--- config.mk ---
export PLATFORM = sky130hd
export DESIGN_NAME = cmpl_ctrl
export DESIGN_NICKNAME = d
export VERILOG_FILES = /design/src/rtl/cmpl_pkg.sv /design/src/rtl/cmpl_ctrl.sv
export SDC_FILE = /design/constraint.sdc
export NUM_CORES = 1
export LEC_CHECK = 0
export ABC_AREA = 1
export BUFFER_PORTS_ARGS = -buffer_cell sky130_fd_sc_hd__buf_4
export CAP_MARGIN = 20
export CORE_AREA = 2 2 39 41
export DETAILED_ROUTE_END_ITERATION = 8
export DIE_AREA = 0 0 41 43
export GPL_ROUTABILITY_DRIVEN = 0
export GPL_TIMING_DRIVEN = 1
export PLACE_DENSITY = 0.77
export SLEW_MARGIN = 30
export SYNTH_ARGS = -nofsm -noshare
export SYNTH_HDL_FRONTEND = slang
export SYNTH_SLANG_ARGS = --single-unit
--- constraint.sdc ---
create_clock -name clk -period 1.1 [get_ports clk]
set_input_delay 0.11 -clock clk [delete_from_list [all_inputs] [get_ports clk]]
set_output_delay 0.11 -clock clk [all_outputs]
set_load 0.005 [all_outputs]
--- src/rtl/cmpl_pkg.sv ---
// ----------------------------------------------------------------------------
// cmpl_pkg
// shared types and constants for the piecewise-linear colour map
// ----------------------------------------------------------------------------
package cmpl_pkg;

  localparam int MaxPoints = 16;
  localparam int IdxW = $clog2(MaxPoints);
  localparam int CntW = $clog2(MaxPoints + 1);
  localparam int PosW = 32;
  localparam int ColW = 18;
  localparam int OutW = 17;
  localparam int TW = 17;
  localparam int DivSteps = 17;

  typedef enum logic [1:0] {
    OP_CLEAR  = 2'd0,
    OP_INSERT = 2'd1,
    OP_SAMPLE = 2'd2,
    OP_NONE   = 2'd3
  } opcode_t;

  typedef enum logic [3:0] {
    ST_IDLE,
    ST_INS_SHIFT,
    ST_INS_WRITE,
    ST_SMP_ENDS,
    ST_SMP_MAP,
    ST_SMP_SEARCH,
    ST_SMP_SEG,
    ST_SMP_DIV,
    ST_SMP_MUL,
    ST_SMP_OUT
  } state_t;

  typedef struct packed {
    logic clear;
    logic ins_load;
    logic ins_shift;
    logic ins_write;
    logic smp_load;
    logic smp_ends;
    logic smp_map;
    logic smp_search;
    logic smp_seg;
    logic div_step;
    logic smp_mul;
    logic smp_out;
  } cmd_t;

  typedef struct packed {
    logic full;
    logic ins_done;
    logic search_done;
    logic div_done;
    logic [CntW-1:0] count;
  } status_t;

endpackage

--- src/rtl/cmpl_ctrl.sv ---
// ----------------------------------------------------------------------------
// cmpl_ctrl
// sequencer for insert, clear and sample items
// ----------------------------------------------------------------------------
module cmpl_ctrl (
  input  logic               clk,
  input  logic               rst,
  input  logic               start,
  input  logic [1:0]         opcode,
  input  cmpl_pkg::status_t  status,
  output cmpl_pkg::cmd_t     cmd,
  output logic               busy
);
  import cmpl_pkg::*;

  state_t state, state_next;

  always_ff @(posedge clk) begin
    if (rst) state <= ST_IDLE;
    else state <= state_next;
  end

  always_comb begin
    state_next = state;
    cmd = '0;
    busy = (state != ST_IDLE);
    case (state)
      ST_IDLE: begin
        if (start) begin
          case (opcode_t'(opcode))
            OP_CLEAR: cmd.clear = 1'b1;
            OP_INSERT: begin
              if (!status.full) begin
                cmd.ins_load = 1'b1;
                state_next = ST_INS_SHIFT;
              end
            end
            OP_SAMPLE: begin
              cmd.smp_load = 1'b1;
              state_next = ST_SMP_ENDS;
            end
            default: ;
          endcase
        end
      end
      ST_INS_SHIFT: begin
        if (status.ins_done) state_next = ST_INS_WRITE;
        else cmd.ins_shift = 1'b1;
      end
      ST_INS_WRITE: begin
        cmd.ins_write = 1'b1;
        state_next = ST_IDLE;
      end
      ST_SMP_ENDS: begin
        if (status.count < CntW'(2)) begin
          state_next = ST_SMP_OUT;
        end else begin
          cmd.smp_ends = 1'b1;
          state_next = ST_SMP_MAP;
        end
      end
      ST_SMP_MAP: begin
        cmd.smp_map = 1'b1;
        state_next = ST_SMP_SEARCH;
      end
      ST_SMP_SEARCH: begin
        if (status.search_done) state_next = ST_SMP_SEG;
        else cmd.smp_search = 1'b1;
      end
      ST_SMP_SEG: begin
        cmd.smp_seg = 1'b1;
        state_next = ST_SMP_DIV;
      end
      ST_SMP_DIV: begin
        if (status.div_done) state_next = ST_SMP_MUL;
        else cmd.div_step = 1'b1;
      end
      ST_SMP_MUL: begin
        cmd.smp_mul = 1'b1;
        state_next = ST_SMP_OUT;
      end
      ST_SMP_OUT: begin
        cmd.smp_out = 1'b1;
        state_next = ST_IDLE;
      end
      default: state_next = ST_IDLE;
    endcase
  end

endmodule

# ---- Word-level counts from Yosys, hierarchy flattened
# Index checks and enable logic that the tools add are counted.
dict set report word_totals {
  regBits 4
  input_bits 14
}
dict set report op_classes {
  magnitude_cmp 1
  eq_ne 17
  n_mux 29
  reduce_logical 4
}
# operator n
set ops {}
lappend ops {{$pmux W4 S8} 1}
lappend ops {{$mux W4} 6}
lappend ops {{$mux W1} 19}
lappend ops {{$eq A4 B3 Y1 const B} 4}
lappend ops {{$eq A4 B2 Y1 const B} 2}
lappend ops {{$eq A4 B4 Y1 const B} 2}
lappend ops {{$ne A2 B2 Y1 const B} 4}
lappend ops {{$pmux W4 S2} 1}
lappend ops {{$reduce_and A6 Y1} 1}
lappend ops {{$lt A5 B2 Y1 const B} 1}
lappend ops {{$eq A4 B1 Y1 const B} 1}
lappend ops {{$logic_not A4 Y1} 1}
lappend ops {{$mux W2} 2}
lappend ops {{$reduce_bool A4 Y1} 1}
lappend ops {{$ne A3 B1 Y1 const B} 1}
lappend ops {{$ne A3 B3 Y1 const B} 1}
lappend ops {{$eq A2 B1 Y1 const B} 1}
lappend ops {{$eq A2 B2 Y1 const B} 1}
lappend ops {{$logic_not A2 Y1} 1}

# ---- Logic depth before layout (Yosys ltp)
# Gate-level depths: netlist of run 1.
dict set report depth {
  word_depth 4
  ltp_mapped 9
}

# ---- Worst setup path before layout of run 1
# No wires, ideal clock.
dict set report synth_timing {
  path_kind {reg2reg}
  start {register state[2]}
  end {register state[1]}
  setup_ns 0.113
  arrival_time_ns 0.992
  required_ns 0.987
  path_slack_ns -0.006
  path_stages_with_launch 10
  period_less_slack_ns 1.106
  cell_sequence {dfxtp_1 inv_2 nor2_4 inv_2 nor2_4 nand2_2 nand3_2 nand2_1 nand2_1 nor2_1}
}
dict set report synth_between {
  elab_chain_cells 3
}
# element line_no
set synth_lines {}
lappend synth_lines {{start, declared} cmpl_ctrl.sv:16} ;# state_t state, state_next;
lappend synth_lines {{start signal, assigned} cmpl_ctrl.sv:20} ;# else state <= state_next;
lappend synth_lines {{$eq A4 B1 Y1, or another cell as far along} cmpl_ctrl.sv:27} ;# case (state)
lappend synth_lines {{$ne A2 B2 Y1 (no source line), or another cell as far along} -}
lappend synth_lines {{$reduce_and A6 Y1 (no source line)} -}
# Several ways; a longest one is shown, not always the timed one.
# A chain may end at the register's enable or synchronous reset.

==> results of run 1 <==
==> report_power, final <==
part / switching (mW) / internal, mW
clock network: 0.0539 / 0.122
logic: 0.758 / 0.756
registers: 0.0559 / 0.195
==> cell families after synthesis <==
group	Yosys count	share of synthesized area, %
AO/OA/AOI/OAI	4	6.02
buffers and inverters	16	13.8
AND/OR/NAND/NOR	53	61.9
flip-flops	4	18.3
==> per-layer routing <==
metal | vias to the layer above | wire (um) | track usage [%]
met1 | 334 | 714 | 16.7
met5 | - | 0 | 0
met4 | 0 | 48 | 8.67
met3 | 4 | 101 | 1.57
met2 | 32 | 1060 | 38.1
li1 | 339 | - | -
==> Yosys cell counts (all sizes together) <==
master,instances,share of area [%]
nor2,23,26
nand2,18,17
inv,15,13
nand3,7,12
dfxtp,4,18
nor3,3,3.4
o21ai,2,3.2
a21oi,1,1.1
clkinv,1,0.86
nor3b,1,2.9
nor4,1,1.4
o21bai,1,1.7
==> layout make-up <==
type	count	area (um^2)
Fill cell	98	387
Timing Repair Buffer	49	394
Sequential cell	4	90.1
Multi-Input combinational cell	57	400
Inverter	16	70.1
Tap cell	16	20.0
Clock buffer	3	22.5
==> worst paths after layout <==
| check | start | to | slack [ps] |
|---|---|---|---|
| setup reg to reg | state[2]$_SDFFE_PP0P_ | state[1]$_SDFFE_PP0P_ | -190 |
| hold / removal | rst | state[0]$_SDFFE_PP0P_ | 50 |
| hold reg to reg | state[2]$_SDFFE_PP0P_ | state[2]$_SDFFE_PP0P_ | 710 |
| setup / recovery | state[1]$_SDFFE_PP0P_ | cmd[5] | -210 |
==> per-stage QoR <==
step	cell area (um^2)	worst slack, ps
floorplan	438	13.7
global placement	751	-83.3
detailed placement	751	-118
CTS	935	-174
global route	997	-260
finish	997	-212
==> repair_timing <==
item                       in CTS  in global routing
resized for setup              36                  9
setup buffers                   7                  4
pin swaps                      12                 13
setup endpoints to repair      17                 17
==> impl_results.md, run 1 <==
- Hpwl dp: about 1100 um
- Buf/Inv on CP: 4
- Clk_lat worst skew: 230 ps
- Nets: approximately 150
- Worst EP arrival: 1200 ps
- Max VDD drop: 1.09 mV
- Failing checks: negative setup slack
- Slew HR: ~86%
- Power, Total: 1.94 mW
- DR iter-0 viols: 18
- R2R depth: 8
- Clock Pin Slew Worst Setup and Hold Paths: 40 ps
- Synth Cell Area: 437 um^2
- Die area: about 1800 um^2
- Initial Utilization: approximately a third
- Most frequent cells in the layout: buf_4 (42), nor2_1 (12), nand2_1 (11)
- WS Path Type: reg -> out
- First-pass DRT Iterations: 4
- Hold-fix buffers at CTS: 0
- Most common cell after layout, fill and taps aside: buf_4
- Clock Tree Buf Depth: 2
- Final setup margin: -212 ps
- Max incr delay on CP: between 300 and 400 ps
- CTS root buffer: clkbuf_4
- Clock skew: 4.60 ps
- Leakage: around 0.53 nW
- Worst-Margin Slew: 212 ps
- Syn Area/Cell: around 5.7 um^2
- Post-DR vias/cell: 4.89
- Port bufs: 25
- Tcrit/Tclk final: 119%
- Number of antenna diodes: 0
- DR vias: 709
- H-Tree Depth: 1
- Fin util: between 70 and 80%
- CP endpoint kind: primary output
- Crit path max-delay family: buffers and inverters
- Highest-delay cell along the critical path: dfxtp_2
- GRT Total Usage: 19.1%
- Antenna violations before repair: 0
- Unrepaired setup endpoints after global routing: yes
- Num Clock Sinks: 4
- Seq/Total Area, Yosys: 18.3%
- Yosys cell types: 19
- Yosys warns: 0
- DRC viols: 0
- DIE HEIGHT: 43 um
- Post-route antenna net violation count: 0
- Flop and latch count out of synthesis: 4
- CTS tree: yes
- Synth Instances: 77
- First-pass GRT wire length: ~2300 um
- Layout Cells excl Fill: 145
- Pins Over Slew Limit: 0
- Final Hold Viols: 0
- GRT overflow: 0
- Hold Crit Depth: 2
- Critical Path Source Type: register
- WP depth: 6
- Total of max-cap violations: 0
- Max reg flops: 4
- Outcome: finished, violations left
- Pin count of the biggest net entering global routing: 6
- Placed Cells: 132
- Drt total wl: 1920 um
- Fmax: 762 MHz
- Row count: 14
- Final hold slack: 48.2 ps
- Final setup fails: 17
- Hold Crit Class: in -> reg
- WL/cell: 13.3 um
- Share of cells above drive strength 1: between 70% and 80%
- Biggest regs: state (4)
- Die Wd: 41 um
- Core Region: 1380 um^2
- Setup TNS: -2550 ps
- Minimum clock period after layout: 1310 ps
- Mapped Nets: 91
- Power Dens Cells: 1950 nW/um^2
- Data required, critical path: 990 ps
- Vias in the first global route: 609
- Num CTS Buffers: 3
- Biggest register: state
- Io pins: 27
- Most frequent CP cell: buf_4
- Synthesis-to-layout area growth: 128%
- Crit Path Max Fanout: 4
- CP Cell Sequence: inv_4, nand2_4, buf_4, buf_4, nor2_2, buf_4
Note: power is estimated with default switching activity, not from simulation.
==> run 2: changes to the inputs <==
- SKIP_CTS_REPAIR_TIMING: not set -> 1
==> impl_results.md, run 2 (same netlist as run 1, synthesis figures left out) <==
- Core Region: 1380 um^2
- Num Clock Sinks: 4
- Failing checks: negative setup slack
- Port bufs: 25
- Clock Pin Slew Worst Setup and Hold Paths: 40 ps
- Layout Cells excl Fill: 141
- Outcome: finished, violations left
- Crit path max-delay family: flip-flops
- Final Hold Viols: 0
- R2R depth: 8
- Minimum clock period after layout: 1350 ps
- Biggest regs: state (4)
- Slew HR: 75.1%
- GRT Total Usage: 14.7%
- First-pass GRT wire length: 1770 um
- Worst-Margin Slew: 370 ps
- Worst r2r dst: state[2]$_SDFFE_PP0P_
- Biggest register: state
- R2R Path Start: state[3]$_SDFFE_PP0P_
- Data required, critical path: 990 ps
- GRT overflow: 0
- Io pins: 27
- Worst R2R Setup Slack: -120 ps
- Synthesis-to-layout area growth: 117%
- Most frequent CP cell: buf_4
- Final setup margin: -253 ps
- WL/cell: 11.5 um
- Most frequent cells in the layout: buf_4 (37), nor2_1 (12), nand2_1 (12), buf_6 (8), inv_1 (7)
- DIE HEIGHT: 43 um
- Antenna violations before repair: 0
- Placed Cells: 132
- H-Tree Depth: 1
- CTS tree: yes
- CP Cell Sequence: buf_4, nor3_1, buf_4
- Post-DR vias/cell: 4.73
- Hpwl dp: between 1000 and 1500 um
- Vias in the first global route: 537
- Fmax: ~740 MHz
- Fill cells: 101
- Placement Cell Area: roughly 750 um^2
- Unrepaired setup endpoints after global routing: yes
- Pin count of the biggest net entering global routing: 6
- Share of cells above drive strength 1: 68.0%
- Critical Path Source Type: register
- Highest-delay cell along the critical path: dfxtp_4
- Drt total wl: 1620 um
- Buf/Inv on CP: 2
- Footprint of the multi-input gates: 377 um^2
- Worst hold start: rst
- Initial Utilization: a little under a third
- Storage cell area: 90.1 um^2
- Leakage: about 0.51 nW
- Number of antenna diodes: 0
- Fin util: 68.4%
- Clock skew: 5.05 ps
- CTS root buffer: clkbuf_4
- Crit Path Max Fanout: 4
- Post-route antenna net violation count: 0
- Max incr delay on CP: 350 ps
- Power Dens Cells: 1860 nW/um^2
- Pre-CTS setup slack: -118 ps
- Finished Cell Area: 947 um^2
- WS Path Type: reg -> out
- Hold Crit Depth: 2
- Num CTS Buffers: 3
- Clock Tree Buf Depth: 2
- Row count: 14
- First-pass DRT Iterations: 4
- Most common cell after layout, fill and taps aside: buf_4
- Clk_lat worst skew: around 230 ps
- Pins Over Slew Limit: 0
- Tcrit/Tclk final: 123%
- DR iter-0 viols: 15
- Nets: 141
- DRC viols: 0
- DR vias: 667
- Die area: roughly 1800 um^2
- Total of max-cap violations: 0
- Hold Crit Class: in -> reg
- Worst EP arrival: 1240 ps
- Die Wd: between 40 and 50 um
- Final setup fails: 17
- CP endpoint kind: primary output
- Max VDD drop: 1.08 mV
- Max reg flops: 4
- Worst hold endpoint: state[0]$_SDFFE_PP0P_
- Power, Total: 1.76 mW
run 2: cell count changes in the layout (fill, tap and decap cells not counted):
cell and change:
buf_4 -5, buf_6 +1, nand2_1 +1, nand2_2 -1
nor2_2 +2, nor2_4 -2, nor3_1 +1, nor3_4 -1
run 2: worst max-delay path by stage:
stage,start,depth (start not counted),slack [ps],endpoint
after floorplan,state[3]$_SDFFE_PP0P_,8,10,state[2]$_SDFFE_PP0P_
after global placement,state[1]$_SDFFE_PP0P_,7,-80,state[2]$_SDFFE_PP0P_
after detailed placement,state[3]$_SDFFE_PP0P_,6,-120,cmd[11]
after CTS,state[3]$_SDFFE_PP0P_,6,-370,cmd[11]
after global routing,state[1]$_SDFFE_PP0P_,6,-260,cmd[11]
final,state[2]$_SDFFE_PP0P_,3,-250,cmd[1]
run 2: through the flow:
stage / hold slack [ps] / TNS (ps)
6_report: 49.4 / -2240
5_1_grt: 50.4 / -3180
4_1_cts: 45.2 / -3000
3_5_place_dp: 297 / -484
3_3_place_gp: 294 / -314
2_1_floorplan: 180 / 0
run 2: final cells by class:
type | count | area share, %
Clock buffer | 3 | 2.38
Multi-Input combinational cell | 57 | 39.8
Timing Repair Buffer | 45 | 38.8
Inverter | 16 | 7.40
Tap cell | 16 | 2.11
Sequential cell | 4 | 9.51
run 2: power breakdown:
group | leakage (nW) | switching (mW) | internal (mW) | total, mW
Clock | 0.0138 | 0.0548 | 0.122 | 0.176
Sequential | 0.0350 | 0.0524 | 0.195 | 0.248
Combinational | 0.461 | 0.664 | 0.674 | 1.34
Total | 0.510 | 0.771 | 0.991 | 1.76
run 2: worst reg2reg max path: stages (launching register included):
cell	delay, ps
dfxtp_4	380
inv_6	50
buf_6	110
nand3_2	50
nor2_2	40
nor2_2	160
nand3_4	130
nor2_1	120
nor2_1	50
run 2: routing by layer:
layer / vias up / share of wire [%] / track usage [%]
li1: 335 / - / -
met1: 310 / 37 / 11.5
met2: 22 / 58 / 30.0
met3: 0 / 4.9 / 1.57
met4: 0 / 0 / 8.00
met5: - / 0 / 0
==> run 3: changes to the inputs <==
--- a/config.mk
+++ b/config.mk
@@ -9,3 +9,2 @@
 export BUFFER_PORTS_ARGS = -buffer_cell sky130_fd_sc_hd__buf_4
-export CAP_MARGIN = 20
 export CORE_AREA = 2 2 39 41
--- a/constraint.sdc
+++ b/constraint.sdc
@@ -3,2 +3,2 @@
 set_output_delay 0.11 -clock clk [all_outputs]
-set_load 0.005 [all_outputs]
+set_load 0.01 [all_outputs]
==> impl_results.md, run 3 (same netlist as run 1, synthesis figures left out) <==
- Setup TNS: -2390 ps
- Critical Path Source Type: register
- DR iter-0 viols: 7
- CP Cell Sequence: inv_6, nand2_4, nor2_4, inv_2, nor4_2, buf_4
- Met2 GRT Util: between 20% and 30%
- Buf/Inv on CP: 3
- Clock skew: 0.815 ps
- Worst hold start: rst
- Num Clock Sinks: 4
- Most frequent cells in the layout: buf_4 (36), nor2_1 (15), nand2_1 (14), inv_1 (8), nor2_4 (8)
- Worst R2R Setup Slack: -130 ps
- Clock Power Share: around 10%
- Port bufs: 25
- DIE HEIGHT: 43 um
- Pre-CTS setup slack: -95.5 ps
- WL/cell: between 10 and 15 um
- Die Wd: 41 um
- Leakage: between 0.4 and 0.5 nW
- Synthesis-to-layout area growth: 109%
- DRC viols: 0
- Worst hold endpoint: state[3]$_SDFFE_PP0P_
- CTS root buffer: clkbuf_4
- Layout Cells excl Fill: 137
- R2R depth: 8
- Row count: 14
- Share of cells above drive strength 1: 62.0%
- GRT overflow: 0
- Worst r2r dst: state[2]$_SDFFE_PP0P_
- Post-route antenna net violation count: 0
- CTS tree: yes
- Switching share of power: 45.1%
- GRT Total Usage: 15.1%
- Minimum clock period after layout: 1330 ps
- Fin util: 65.8%
- DR vias: 631
- Tcrit/Tclk final: 121%
- Most common cell after layout, fill and taps aside: buf_4
- Final setup margin: -226 ps
- Drt total wl: 1400 um
- Outcome: finished, violations left
- Hold Crit Depth: 2
- Gate power share: 75.1%
- Nets: roughly 140
- Finished Cell Area: a little over 900 um^2
- Crit Path Max Fanout: 4
- Worst-Margin Slew: roughly 250 ps
- R2R Path Start: state[1]$_SDFFE_PP0P_
- Worst EP arrival: 1220 ps
- Power, Total: 1.68 mW
- Die area: 1760 um^2
- Final setup fails: 17
- Biggest regs: state (4)
- Vias in the first global route: 501
- Post-DR vias/cell: 4.61
- Max incr delay on CP: 360 ps
- Crit path max-delay family: flip-flops
- Hpwl dp: 1050 um
- Pins Over Slew Limit: 0
- Max VDD drop: roughly 1.1 mV
- Failing checks: negative setup slack
- Power Dens Cells: roughly 1800 nW/um^2
- Highest-delay cell along the critical path: dfxtp_4
- Psw: 0.758 mW
- Fmax: 754 MHz
- First-pass DRT Iterations: 2
- Unrepaired setup endpoints after global routing: yes
- Num CTS Buffers: 3
- Internal cell power: 0.924 mW
- Placed Cells: 131
- Biggest register: state
- Top Usage Layer GRT: met2
- CP endpoint kind: primary output
- Clk_lat worst skew: 230 ps
- H-Tree Depth: 1
- Clock Pin Slew Worst Setup and Hold Paths: around 30 ps
- Placement Cell Area: 759 um^2
- Antenna violations before repair: 0
- WS Path Type: reg -> out
- Data required, critical path: between 900 and 1000 ps
- Pin count of the biggest net entering global routing: 6
- Slew HR: roughly 83%
- Final Hold Viols: 0
- Hold Crit Class: in -> reg
- Met1 Use GR: 16.1%
- First-pass GRT wire length: around 1800 um
- Sequential Power Share: 14.6%
- Io pins: 27
- Number of antenna diodes: 0
- Met3 global-route usage: around 3.1%
- Max reg flops: 4
- Initial Utilization: a little under a third
- Total of max-cap violations: 0
- Core Region: 1380 um^2
- Clock Tree Buf Depth: 2
- Final hold slack: 49.5 ps
[run 3: cell count changes in the layout (fill, tap and decap cells not counted), moves of 2 or more]
cell     delta
nor2_1      +3
nand2_1     +2
nor2_2      -6
nor2_4      +3
buf_6       -3
[run 3: final cells by class]
class                   instances  area (um^2)
well taps                      16         20.0
multi-input cells              57          382
clock buffers                   3         22.5
repair buffers                 41          327
fillers                       112          473
inverters                      16         70.1
flip-flops and latches          4         90.1
[run 3: routing by layer]
layer / part of all wire (%) / up-vias / routed length, um
met2: 57 / 7 / 805
met1: 41 / 297 / 574
met5: 0 / - / 0
met4: 0 / 0 / 0
li1: - / 327 / -
met3: 1.7 / 0 / 24
[run 3: worst register-to-register path, cell delays in order (launching register included)]
cell and delay (ps):
dfxtp_2 340, inv_4 50, nand2_1 200, nor2_4 80, nor2_4 150, nand3_4 110, nand2_1 90, nand2_1 60
nor2_1 90
[run 3: power groups by stage]
| stage | combinational (mW) | clock [mW] | sequential, mW |
|---|---|---|---|
| final | 1.26 | 0.172 | 0.246 |
| after CTS | 1.00 | 0.183 | 0.222 |
| after detailed placement | 0.998 | 0 | 0.224 |
| after floorplan | 0.554 | 0 | 0.227 |
| after global placement | 0.982 | 0 | 0.223 |
| after global routing | 1.36 | 0.191 | 0.252 |
[run 3: worst max-delay path by stage]
stage	start	endpoint	cells past startpoint
floorplan	state[0]$_SDFFE_PP0P_	state[2]$_SDFFE_PP0P_	7
global placement	state[3]$_SDFFE_PP0P_	state[0]$_SDFFE_PP0P_	7
detailed placement	state[3]$_SDFFE_PP0P_	state[0]$_SDFFE_PP0P_	6
CTS	state[3]$_SDFFE_PP0P_	cmd[11]	6
global route	state[2]$_SDFFE_PP0P_	cmd[11]	6
finish	state[2]$_SDFFE_PP0P_	cmd[11]	6
